File: config.mk
export PLATFORM = sky130hd
export DESIGN_NAME = two_resource_fit_allocator
export DESIGN_NICKNAME = d
export VERILOG_FILES = /design/src/rtl/tfa_pkg.sv /design/src/rtl/two_resource_fit_allocator.sv /design/src/rtl/tfa_node_mem.sv /design/src/rtl/tfa_fit_unit.sv
export SDC_FILE = /design/constraint.sdc
export NUM_CORES = 2
export LEC_CHECK = 0
export BUFFER_PORTS_ARGS = -buffer_cell sky130_fd_sc_hd__clkbuf_2
export CAP_MARGIN = 20
export CORE_ASPECT_RATIO = 1.25
export CORE_MARGIN = 2
export CORE_UTILIZATION = 60
export CTS_CLUSTER_DIAMETER = 80
export DETAILED_ROUTE_END_ITERATION = 8
export HOLD_SLACK_MARGIN = 0.06
export PLACE_DENSITY = 0.76
export SYNTH_ARGS = -nofsm -noshare
export SYNTH_HDL_FRONTEND = slang
export SYNTH_SLANG_ARGS = --single-unit
File: constraint.sdc
create_clock -name i_clk -period 5.61 [get_ports i_clk]
set_input_delay 1.122 -clock i_clk [delete_from_list [all_inputs] [get_ports i_clk]]
set_output_delay 1.122 -clock i_clk [all_outputs]
set_load 0.01 [all_outputs]
File: src/rtl/tfa_pkg.sv
// shared types and constants for the two-resource fit allocator
// no dependencies
`default_nettype none

package tfa_pkg;

    localparam int TAG_W       = 8;
    localparam int NEED_C_W    = 5;
    localparam int NEED_M_W    = 7;
    localparam int IDX_OUT_W   = 7;
    localparam int CORES_OUT_W = 5;
    localparam int MEM_OUT_W   = 7;
    localparam int MODE_W      = 2;

    localparam int IN_DATA_W   = 24;
    localparam int OUT_DATA_W  = 32;

    localparam logic [MODE_W-1:0] MODE_FIRST = 2'd0;
    localparam logic [MODE_W-1:0] MODE_BEST  = 2'd1;
    localparam logic [MODE_W-1:0] MODE_WORST = 2'd2;

    typedef enum logic [2:0] {
        ST_CLEAR,
        ST_IDLE,
        ST_SCAN,
        ST_DONE,
        ST_RESP
    } t_state;

endpackage

`default_nettype wire

File: src/rtl/two_resource_fit_allocator.sv
// two-resource fit allocator: scans one node per cycle through the single memory
// read port; a new request is taken only in idle, after the result of the last
// one has been accepted downstream
// after reset a clearing pass loads every node with full resources; requests
// wait until it ends, configuration writes are taken always
// depends on tfa_pkg, tfa_node_mem, tfa_fit_unit
`default_nettype none

module two_resource_fit_allocator
    import tfa_pkg::*;
#(
    parameter int NODE_COUNT      = 128,
    parameter int CORES_PER_NODE  = 24,
    parameter int MEMORY_PER_NODE = 64
) (
    input  wire logic                  i_clk,
    input  wire logic                  i_rst_n,
    input  wire logic                  i_cfg_we,
    input  wire logic [MODE_W-1:0]     i_cfg_wdata,   // fit_mode
    input  wire logic                  s_axis_tvalid,
    output logic                       s_axis_tready,
    input  wire logic [IN_DATA_W-1:0]  s_axis_tdata,  // job_tag, cores_needed, memory_needed
    output logic                       m_axis_tvalid,
    input  wire logic                  m_axis_tready,
    output logic [OUT_DATA_W-1:0]      m_axis_tdata   // job_tag_out, placed, node_index,
                                                      // cores_left, memory_left
);

    localparam int AW  = (NODE_COUNT > 1) ? $clog2(NODE_COUNT) : 1;
    localparam int IXW = $clog2(NODE_COUNT + 1);
    localparam int CWD = $clog2(CORES_PER_NODE + 1);
    localparam int MWD = $clog2(MEMORY_PER_NODE + 1);
    localparam int CXW = (CWD > NEED_C_W) ? CWD : NEED_C_W;
    localparam int MXW = (MWD > NEED_M_W) ? MWD : NEED_M_W;
    localparam int LW  = ((CXW > MXW) ? CXW : MXW) + 1;
    localparam int DW  = CWD + MWD;

    t_state r_state, n_state;

    logic [IXW-1:0]      r_idx, n_idx;
    logic                r_ev_vld, n_ev_vld;
    logic [AW-1:0]       r_ev_idx, n_ev_idx;
    logic [MODE_W-1:0]   r_fit_mode;
    logic [TAG_W-1:0]    r_tag, n_tag;
    logic [NEED_C_W-1:0] r_need_c, n_need_c;
    logic [NEED_M_W-1:0] r_need_m, n_need_m;
    logic                r_found, n_found;
    logic [AW-1:0]       r_pick, n_pick;
    logic [LW-1:0]       r_pick_left, n_pick_left;
    logic [CWD-1:0]      r_pick_c, n_pick_c;
    logic [MWD-1:0]      r_pick_m, n_pick_m;

    logic [TAG_W-1:0]       r_out_tag, n_out_tag;
    logic                   r_out_placed, n_out_placed;
    logic [IDX_OUT_W-1:0]   r_out_idx, n_out_idx;
    logic [CORES_OUT_W-1:0] r_out_cores, n_out_cores;
    logic [MEM_OUT_W-1:0]   r_out_mem, n_out_mem;

    logic          mem_we;
    logic [AW-1:0] mem_waddr;
    logic [DW-1:0] mem_wdata;
    logic [DW-1:0] mem_rdata;

    logic           fit_take;
    logic [LW-1:0]  fit_left;
    logic [CWD-1:0] fit_cores_rem;
    logic [MWD-1:0] fit_mem_rem;

    logic [AW+IDX_OUT_W-1:0]    idx_ext;
    logic [CWD+CORES_OUT_W-1:0] cores_ext;
    logic [MWD+MEM_OUT_W-1:0]   mem_ext;

    tfa_node_mem #(
        .DEPTH(NODE_COUNT),
        .AW   (AW),
        .DW   (DW)
    ) u_mem (
        .i_clk  (i_clk),
        .i_we   (mem_we),
        .i_waddr(mem_waddr),
        .i_wdata(mem_wdata),
        .i_raddr(r_idx[AW-1:0]),
        .o_rdata(mem_rdata)
    );

    tfa_fit_unit #(
        .CWD(CWD),
        .MWD(MWD),
        .LW (LW)
    ) u_fit (
        .i_mode     (r_fit_mode),
        .i_found    (r_found),
        .i_pick_left(r_pick_left),
        .i_cores    (mem_rdata[CWD-1:0]),
        .i_mem      (mem_rdata[DW-1:CWD]),
        .i_need_c   (r_need_c),
        .i_need_m   (r_need_m),
        .o_take     (fit_take),
        .o_left     (fit_left),
        .o_cores_rem(fit_cores_rem),
        .o_mem_rem  (fit_mem_rem)
    );

    assign idx_ext   = {{IDX_OUT_W{1'b0}}, r_pick};
    assign cores_ext = {{CORES_OUT_W{1'b0}}, r_pick_c};
    assign mem_ext   = {{MEM_OUT_W{1'b0}}, r_pick_m};

    always_comb begin
        n_state      = r_state;
        n_idx        = r_idx;
        n_ev_vld     = 1'b0;
        n_ev_idx     = r_idx[AW-1:0];
        n_tag        = r_tag;
        n_need_c     = r_need_c;
        n_need_m     = r_need_m;
        n_found      = r_found;
        n_pick       = r_pick;
        n_pick_left  = r_pick_left;
        n_pick_c     = r_pick_c;
        n_pick_m     = r_pick_m;
        n_out_tag    = r_out_tag;
        n_out_placed = r_out_placed;
        n_out_idx    = r_out_idx;
        n_out_cores  = r_out_cores;
        n_out_mem    = r_out_mem;
        mem_we       = 1'b0;
        mem_waddr    = r_idx[AW-1:0];
        mem_wdata    = {MWD'(MEMORY_PER_NODE), CWD'(CORES_PER_NODE)};
        s_axis_tready = 1'b0;
        m_axis_tvalid = 1'b0;

        if (r_ev_vld && fit_take) begin
            n_found     = 1'b1;
            n_pick      = r_ev_idx;
            n_pick_left = fit_left;
            n_pick_c    = fit_cores_rem;
            n_pick_m    = fit_mem_rem;
        end

        unique case (r_state)
            ST_CLEAR: begin
                mem_we = 1'b1;
                if (r_idx == IXW'(NODE_COUNT - 1)) begin
                    n_idx   = '0;
                    n_state = ST_IDLE;
                end else begin
                    n_idx = r_idx + 1'b1;
                end
            end
            ST_IDLE: begin
                s_axis_tready = 1'b1;
                if (s_axis_tvalid) begin
                    n_tag    = s_axis_tdata[7:0];
                    n_need_c = s_axis_tdata[12:8];
                    n_need_m = s_axis_tdata[19:13];
                    n_idx    = '0;
                    n_found  = 1'b0;
                    n_state  = ST_SCAN;
                end
            end
            ST_SCAN: begin
                if (r_idx == IXW'(NODE_COUNT)) begin
                    n_state = ST_DONE;
                end else begin
                    n_ev_vld = 1'b1;
                    n_idx    = r_idx + 1'b1;
                end
            end
            ST_DONE: begin
                mem_waddr = r_pick;
                mem_wdata = {r_pick_m, r_pick_c};
                mem_we    = r_found;
                n_out_tag = r_tag;
                if (r_found) begin
                    n_out_placed = 1'b1;
                    n_out_idx    = idx_ext[IDX_OUT_W-1:0];
                    n_out_cores  = cores_ext[CORES_OUT_W-1:0];
                    n_out_mem    = mem_ext[MEM_OUT_W-1:0];
                end else begin
                    n_out_placed = 1'b0;
                    n_out_idx    = '0;
                    n_out_cores  = '0;
                    n_out_mem    = '0;
                end
                n_state = ST_RESP;
            end
            ST_RESP: begin
                m_axis_tvalid = 1'b1;
                if (m_axis_tready) begin
                    n_state = ST_IDLE;
                end
            end
            default: begin
                n_state = ST_IDLE;
            end
        endcase
    end

    always_ff @(posedge i_clk) begin
        if (!i_rst_n) begin
            r_state    <= ST_CLEAR;
            r_idx      <= '0;
            r_ev_vld   <= 1'b0;
            r_found    <= 1'b0;
            r_fit_mode <= MODE_FIRST;
        end else begin
            r_state  <= n_state;
            r_idx    <= n_idx;
            r_ev_vld <= n_ev_vld;
            r_found  <= n_found;
            if (i_cfg_we) begin
                r_fit_mode <= i_cfg_wdata;
            end
        end
    end

    always_ff @(posedge i_clk) begin
        r_ev_idx     <= n_ev_idx;
        r_tag        <= n_tag;
        r_need_c     <= n_need_c;
        r_need_m     <= n_need_m;
        r_pick       <= n_pick;
        r_pick_left  <= n_pick_left;
        r_pick_c     <= n_pick_c;
        r_pick_m     <= n_pick_m;
        r_out_tag    <= n_out_tag;
        r_out_placed <= n_out_placed;
        r_out_idx    <= n_out_idx;
        r_out_cores  <= n_out_cores;
        r_out_mem    <= n_out_mem;
    end

    assign m_axis_tdata = {4'b0, r_out_mem, r_out_cores, r_out_idx, r_out_placed, r_out_tag};

endmodule

`default_nettype wire

File: src/rtl/tfa_node_mem.sv
// node resource memory: one write port, one registered read port
// depends on nothing
`default_nettype none

module tfa_node_mem #(
    parameter int DEPTH = 128,
    parameter int AW    = 7,
    parameter int DW    = 12
) (
    input  wire logic          i_clk,
    input  wire logic          i_we,
    input  wire logic [AW-1:0] i_waddr,
    input  wire logic [DW-1:0] i_wdata,
    input  wire logic [AW-1:0] i_raddr,
    output logic      [DW-1:0] o_rdata
);

    logic [DW-1:0] r_mem [DEPTH];
    logic [DW-1:0] r_rdata;

    always_ff @(posedge i_clk) begin
        if (i_we) begin
            r_mem[i_waddr] <= i_wdata;
        end
    end

    always_ff @(posedge i_clk) begin
        r_rdata <= r_mem[i_raddr];
    end

    assign o_rdata = r_rdata;

endmodule

`default_nettype wire

File: src/rtl/tfa_fit_unit.sv
// shared fit check: compares one node against the request and decides on a take
// depends on tfa_pkg
`default_nettype none

module tfa_fit_unit
    import tfa_pkg::*;
#(
    parameter int CWD = 5,
    parameter int MWD = 7,
    parameter int LW  = 8
) (
    input  wire logic [MODE_W-1:0]   i_mode,
    input  wire logic                i_found,
    input  wire logic [LW-1:0]       i_pick_left,
    input  wire logic [CWD-1:0]      i_cores,
    input  wire logic [MWD-1:0]      i_mem,
    input  wire logic [NEED_C_W-1:0] i_need_c,
    input  wire logic [NEED_M_W-1:0] i_need_m,
    output logic                     o_take,
    output logic [LW-1:0]            o_left,
    output logic [CWD-1:0]           o_cores_rem,
    output logic [MWD-1:0]           o_mem_rem
);

    localparam int CXW = (CWD > NEED_C_W) ? CWD : NEED_C_W;
    localparam int MXW = (MWD > NEED_M_W) ? MWD : NEED_M_W;

    logic [CXW-1:0] cores_x, need_c_x, cores_d;
    logic [MXW-1:0] mem_x, need_m_x, mem_d;
    logic           fits;
    logic           better;

    always_comb begin
        cores_x     = CXW'(i_cores);
        need_c_x    = CXW'(i_need_c);
        mem_x       = MXW'(i_mem);
        need_m_x    = MXW'(i_need_m);
        fits        = (cores_x >= need_c_x) && (mem_x >= need_m_x);
        cores_d     = cores_x - need_c_x;
        mem_d       = mem_x - need_m_x;
        o_left      = LW'(cores_d) + LW'(mem_d);
        o_cores_rem = cores_d[CWD-1:0];
        o_mem_rem   = mem_d[MWD-1:0];
        better      = ((i_mode == MODE_BEST) && (o_left < i_pick_left))
                   || ((i_mode == MODE_WORST) && (o_left > i_pick_left));
        o_take      = fits && (!i_found || better);
    end

endmodule

`default_nettype wire

# Word-level counts from Yosys, hierarchy flattened
# Memory sizes are Yosys's and may differ from the RTL's. A register that Yosys moved wholly into a read port is not among the register bits.
# Index checks and enable logic that the tools add are counted.
[word_totals] ram_bits=1536 mem_count=1 out_inout_bits=34 regBits=97 latch_bits=0 elab_cells=75 romBits=0
[classes] n_div=0 eq_ne=13 multipliers=0 addsub=4 bitwise_logic=0 mux=21 n_reduce_logical=14 shifts=0 order_cmp=4
[memory_table] name="u_mem.r_mem" words=128 word_bits=12 rd=1 rd_clocked_by_memory_dff=1 write_ports=1 line="tfa_node_mem.sv:18" source="logic [DW-1:0] r_mem [DEPTH];"
[ops] op="$mux 8" count=3
[ops] op="$pmux 8 s3" count=1
[ops] op="$pmux 3 s5" count=1
[ops] op="$mux 12" count=1
[ops] op="$mux 3" count=4
[ops] op="$ne 2x2->1 const B" count=5
[ops] op="$mux 1" count=9
[ops] op="$add 5x7->8" count=1
[ops] op="$add 8x1->8 const B" count=1
[ops] op="$eq 8x7->1 const B" count=1
[ops] op="$eq 8x8->1 const B" count=1
[ops] op="$gt 8x8->1" count=1
[ops] op="$lt 8x8->1" count=1
[ops] op="$ge 7x7->1" count=1
[ops] op="$mux 7" count=1
[ops] op="$sub 7x7->7" count=1
[ops] op="$eq 3x2->1 const B" count=2
[ops] op="$ge 5x5->1" count=1
[ops] op="$logic_and 1x1->1" count=5
[ops] op="$sub 5x5->5" count=1
[ops] op="$reduce_and 2->1" count=2
[ops] op="$reduce_and 4->1" count=1
[ops] op="$eq 3x1->1 const B" count=1
[ops] op="$eq 3x3->1 const B" count=1
[ops] op="8 further kinds" count=9

# Depth between registers and ports, before layout
[depth] ltp_word=11 mapped_depth=18 depth_no_buf=18

# Cells and area by module
# From an unflattened synthesis, not the netlist that was laid out.
[unflattened] hier_cells=2737 hier_area_um2=63737.4
[by_module_without_submodules] module="tfa_node_mem" cells_per_inst=2362 area_each_um2=59128.0 seq_area_each_um2=46364.5 instances=1
[by_module_without_submodules] module="two_resource_fit_allocator" cells_per_inst=247 area_each_um2=3626.0 seq_area_each_um2=2692.6 instances=1
[by_module_without_submodules] module="tfa_fit_unit" cells_per_inst=128 area_each_um2=983.4 seq_area_each_um2=0.0 instances=1

# Worst setup path after synthesis
# Ideal clock, no wire load.
[synth_timing] path_kind="register -> register" startpoint="register u_mem.r_rdata[5], in the netlist u_mem.o_rdata[5], read port of u_mem.r_mem" endpoint="register r_pick[0], enable pin" period_less_slack_ps=4998 setup_time_ps=420 arrival_time_ps=4578 path_slack_ps=612 stages_incl_launch_ff=19 t_required_ps=5190 path_buffers=0 path_cell_list="dfxtp_1 -> inv_1 -> ha_1 -> inv_1 -> fa_1 -> a21o_1 -> a21oi_1 -> xnor2_1 -> xnor3_1 -> nand3b_1 -> nand2_1 -> xor2_1 -> ha_1 -> a21o_1 -> a21o_1 -> a21oi_1 -> o21ai_0 -> o31a_1 -> a21oi_1"
[synth_via] elab_chain_cells=8 word_cells_on_any_way=12 cone_classes="2 x add/sub; 3 x order compare; 7 x reduce/logical"
[synth_lines] element="from (decl)" line="tfa_node_mem.sv:19" source="logic [DW-1:0] r_rdata;"
[synth_lines] element="$sub 7x7->7 *" line="tfa_fit_unit.sv:40" source="mem_d = mem_x - need_m_x;"
[synth_lines] element="named net fit_mem_rem[4]" line="two_resource_fit_allocator.sv:67" source="logic [MWD-1:0] fit_mem_rem;"
[synth_lines] element="$add 5x7->8 *" line="tfa_fit_unit.sv:41" source="o_left = LW'(cores_d) + LW'(mem_d);"
[synth_lines] element="named net fit_left[5]" line="two_resource_fit_allocator.sv:65" source="logic [LW-1:0] fit_left;"
[synth_lines] element="$lt 8x8->1 or $gt 8x8->1 (tied branches)" line="tfa_fit_unit.sv:44, tfa_fit_unit.sv:45"
[synth_lines] element="$logic_and 1x1->1, on equally long branches" line="tfa_fit_unit.sv:44, tfa_fit_unit.sv:45"
[synth_lines] element="$logic_or 1x1->1 *" line="tfa_fit_unit.sv:45" source="|| ((i_mode == MODE_WORST) && (o_left > i_pick_left));"
[synth_lines] element="$logic_or 1x1->1 *" line="tfa_fit_unit.sv:46" source="o_take = fits && (!i_found || better);"
[synth_lines] element="$logic_and 1x1->1 *" line="tfa_fit_unit.sv:46"
[synth_lines] element="$logic_and 1x1->1 *" line="two_resource_fit_allocator.sv:132" source="if (r_ev_vld && fit_take) begin"
[synth_lines] element="to (signal assigned)" line="two_resource_fit_allocator.sv:222" source="r_pick <= n_pick;"
[synth_lines] element="to (decl)" line="two_resource_fit_allocator.sv:48" source="logic [AW-1:0] r_pick, n_pick;"
# Mark *: on every way through the listed nets, which the timed path passes. The rest lies on a longest branch.
# A chain may end at the register's enable or synchronous reset.

# Worst setup path after layout
[layout_timing] startpoint="register u_mem.r_rdata[5], in the netlist u_mem.o_rdata[5], read port of u_mem.r_mem" endpoint="register r_pick_c[4], enable pin"
[layout_via] elab_chain_cells=8 word_cells_on_any_way=12 cone_classes="2 x add/sub; 3 x order compare; 7 x reduce/logical"
[layout_lines] element="$sub 7x7->7 *" line="tfa_fit_unit.sv:40"
[layout_lines] element="named net fit_mem_rem[4]" line="two_resource_fit_allocator.sv:67"
[layout_lines] element="$add 5x7->8 *" line="tfa_fit_unit.sv:41"
[layout_lines] element="named net fit_left[5]" line="two_resource_fit_allocator.sv:65"
[layout_lines] element="$lt 8x8->1 or $gt 8x8->1 (tied branches)" line="tfa_fit_unit.sv:44, tfa_fit_unit.sv:45"
[layout_lines] element="$logic_and 1x1->1, on equally long branches" line="tfa_fit_unit.sv:44, tfa_fit_unit.sv:45"
[layout_lines] element="$logic_or 1x1->1 *" line="tfa_fit_unit.sv:45"
[layout_lines] element="$logic_or 1x1->1 *" line="tfa_fit_unit.sv:46"
[layout_lines] element="$logic_and 1x1->1 *" line="tfa_fit_unit.sv:46"
[layout_lines] element="$logic_and 1x1->1 *" line="two_resource_fit_allocator.sv:132"
[layout_lines] element="to (signal assigned)" line="two_resource_fit_allocator.sv:224" source="r_pick_c <= n_pick_c;"
[layout_lines] element="to (decl)" line="two_resource_fit_allocator.sv:50" source="logic [CWD-1:0] r_pick_c, n_pick_c;"
# Marked as above.

==> results.txt <==
critical path type - reg -> reg
Iter 0 DRT Violations - 4454
Core Region - 106500 um2
postcts setup bufs - 0
FFs w/ async S/R, synth - 0
Die Ht - 369.7 um
worst-path maximum fanout - 19
Reg area - 49070 um2
R2R setup slack - 0.86 ns
n_diodes - 0
post-synth top area share - 0.7535
clk_skew - 0.02634 ns
biggest area consumer among synthesized cells - edfxtp_1
total CTS buffers - 146
min-delay src - r_ev_idx[4]
Hold Path End - r_pick[4]
footprint of the multi-input gates - 14130 um2
Slowest-stage cell, CP - a21oi_2
CP arrival - 5.21 ns
routed vias - 32.41k
clk slew on worst S/H paths - 0.07 ns
first-pass GRT wire length - 223400 um
syn avg cell area - 20.84 um2
CP startpoint kind - flop
vias in the first global route - 32.68k
die width - 296.6 um
Synth Instances - 3080
fin nets - 3371
status - finished, final reports clean
Pwr Density - 349.1 nW/um2
hold buffers post-CTS - 0
CP delay by family, top - compound AO/OA/AOI/OAI gates
dpl hpwl - 90630 um
Slew HR - 0.2369
register area share after synthesis - 0.7641
DRC viols - 0
Overflow after GRT - 0
# resized after CTS - 0
YS warnings - 0
Highest Clock Rate - 0.2103 GHz
critical path depth - 19
crit path cell chain - inv_1 -> ha_1 -> inv_1 -> fa_1 -> a21o_1 -> a21oi_1 -> xnor2_1 -> xnor3_1 -> nand3b_1 -> nand2_1 -> xor2_1 -> ha_1 -> a21o_1 -> a21o_1 -> a21oi_1 -> o21ai_0 -> o31a_1 -> a21oi_2 -> buf_4
CTS sink cnt - 1645
TritonCTS clock tree - yes
drt total wl - 154600 um
top cells by area, synth - edfxtp_1 (75%), mux4_2 (13%), mux2i_1 (1.9%)
hold-critical path depth - 0
IO buf count - 56
min-delay worst type - reg -> reg
GP Congestion - 0.9732
Final setup violation count - 0
Max Cap Viol - 0
First-pass DRT Iterations - 6
Detail Route Antenna Nets - 0
commonest register cell after synthesis - edfxtp_1
crit end category - flop
reg-to-reg critical path startpoint - u_mem.o_rdata[5]
distinct cell type count after synthesis - 65
most frequent cells in the layout - edfxtp_1 (1611), mux4_2 (363), nor2_1 (177)
EDFF count, synth - 1611
Layout area overhead - 11.87%
worst vdd rail ir drop - 0.0002613 V
Final Hold Viols - 0
CTS Root Cell - clkbuf_16
Fillers - 6394
placed insts - 4581
FF-to-FF End - r_pick_c[4]
Max stage delay on crit path - 0.44 ns
crit path buf inv count - 3
RSZ-0062 raised after global routing - no
Final Non-Filler Cells - 4858
largest net degree at the start of global routing - 115
layout cells sized above 1 - 0.2493
worst-case clock buffer depth - 3
leading cell type in the layout, fill and taps excluded - edfxtp_1
initial antenna violation count - 5
I/O Pins - 65
setup TNS - 0 ns
Slew Limit Fails - 0
Worst-Skew Late Latency - 0.79 ns
worst-margin pin slew - 1.140 ns
routed length per placed instance - 31.82 um
Reg2Reg Depth - 19
critical path's most frequent cell - a21o_1
Post-Synthesis Cell Area - 64200 um2
Worst EP required - 6.06 ns
All-Layer GR Usage - 0.2877
Initial Utilization - 0.6030
H-tree depth - 4
synthesized flop and latch total - 1645
standard-cell row count - 134
Die Footprint - 109700 um2
period utilization - 0.8476
fin crit period - 4.755 ns
Avg Vias per Cell - 6.671
P_leak - 25.97 nW
cell usage after synthesis, drive strengths merged (5+ instances only):
cell    instances
a21oi          53
a22oi          47
mux4          372
o211ai         10
clkbuf         45
nor4            6
inv            42
xnor2          12
or4             5
xor2            8
nor2b          23
o21ai          40
and2           31
buf           115
mux2i         122
nor2          179
a22o            6
ha             27
a31oi          15
mux2           10
edfxtp       1611
nor3           11
nand2b         30
dfxtp          34
nand3          24
nand4          13
and3           14
a211oi         18
a221oi         10
nand2          69
a222oi          5
nand3b          7
o311ai          5
a21o            7
o22ai          17
power by group:
group	switching [W]	internal [W]	total [W]
clock network	0.00440	0.00579	0.0102
registers	0.0000530	0.0134	0.0134
logic	0.000874	0.000579	0.00145
cell families after synthesis:
group / Yosys count / share of synthesized area
AOI/OAI and AO/OA: 255 / 0.02649
xor gates and xnor gates: 21 / 0.003079
adders and majority gates: 30 / 0.006197
buffers and inverters: 203 / 0.01713
DFF: 1645 / 0.7641
muxes: 504 / 0.1518
other: 1 / 0.00005841
and+or+nand+nor: 421 / 0.03114
worst max-delay path by stage:
stage | start | to | slack (ns)
floorplan | u_mem.o_rdata[5] | r_pick[0] | 0.61
global placement | u_mem.o_rdata[5] | r_pick_left[0] | 0.93
detailed placement | r_need_c[0] | r_pick_left[1] | 0.90
CTS | r_need_c[0] | r_pick_c[4] | 0.88
global route | u_mem.o_rdata[5] | r_pick_c[4] | 0.65
finish | u_mem.o_rdata[5] | r_pick_c[4] | 0.86
area by class of cell:
type	instances	share of cell area
tap	1428	0.02488
sequential	1645	0.6832
clock inverter	96	0.01416
clock buffer	172	0.05371
multi-input combinational	1235	0.1968
inverter	43	0.002247
timing repair buffer	239	0.02500
per-stage QoR:
stage / setup slack (ns) / hold WS, ns / total power [W] / utilization / cell area, um2
floorplan: 0.6119 / 0.3290 / 0.01472 / - / 64210
global placement: 0.9285 / 0.3862 / 0.01508 / 0.6278 / 66840
detailed placement: 0.9000 / 0.3887 / 0.01512 / 0.6278 / 66840
CTS: 0.8757 / 0.4031 / 0.02518 / 0.6736 / 71710
global route: 0.6463 / 0.4085 / 0.02571 / 0.6746 / 71820
finish: 0.8551 / 0.4034 / 0.02507 / 0.6746 / 71820
worst register-to-register path, cell delays in order, from the launching register on:
cell      delay, ns
dfxtp_1        0.31
inv_1          0.05
ha_1           0.18
inv_1          0.06
fa_1           0.41
a21o_1         0.20
a21oi_1        0.22
xnor2_1        0.23
xnor3_1        0.41
nand3b_1       0.10
nand2_1        0.09
xor2_1         0.17
ha_1           0.32
a21o_1         0.16
a21o_1         0.17
a21oi_1        0.12
o21ai_0        0.12
o31a_1         0.27
a21oi_2        0.44
buf_4          0.37
per-layer routing:
metal,GRT usage,routed length (um),vias to the layer above
met1,0.3781,55430,16930
met5,0,19,-
li1,-,-,13160
met3,0.06421,14360,377
met4,0.1363,8169,4
met2,0.4626,76590,1930
flip-flops by register name, summed over array words and instances, names as in the netlist, 8 cells and up:
register       flops
u_mem.r_mem     1536
u_mem.o_rdata     12
r_idx              8
r_out_tag          8
r_pick_left        8
r_tag              8
(Power assumes the default switching activity.)
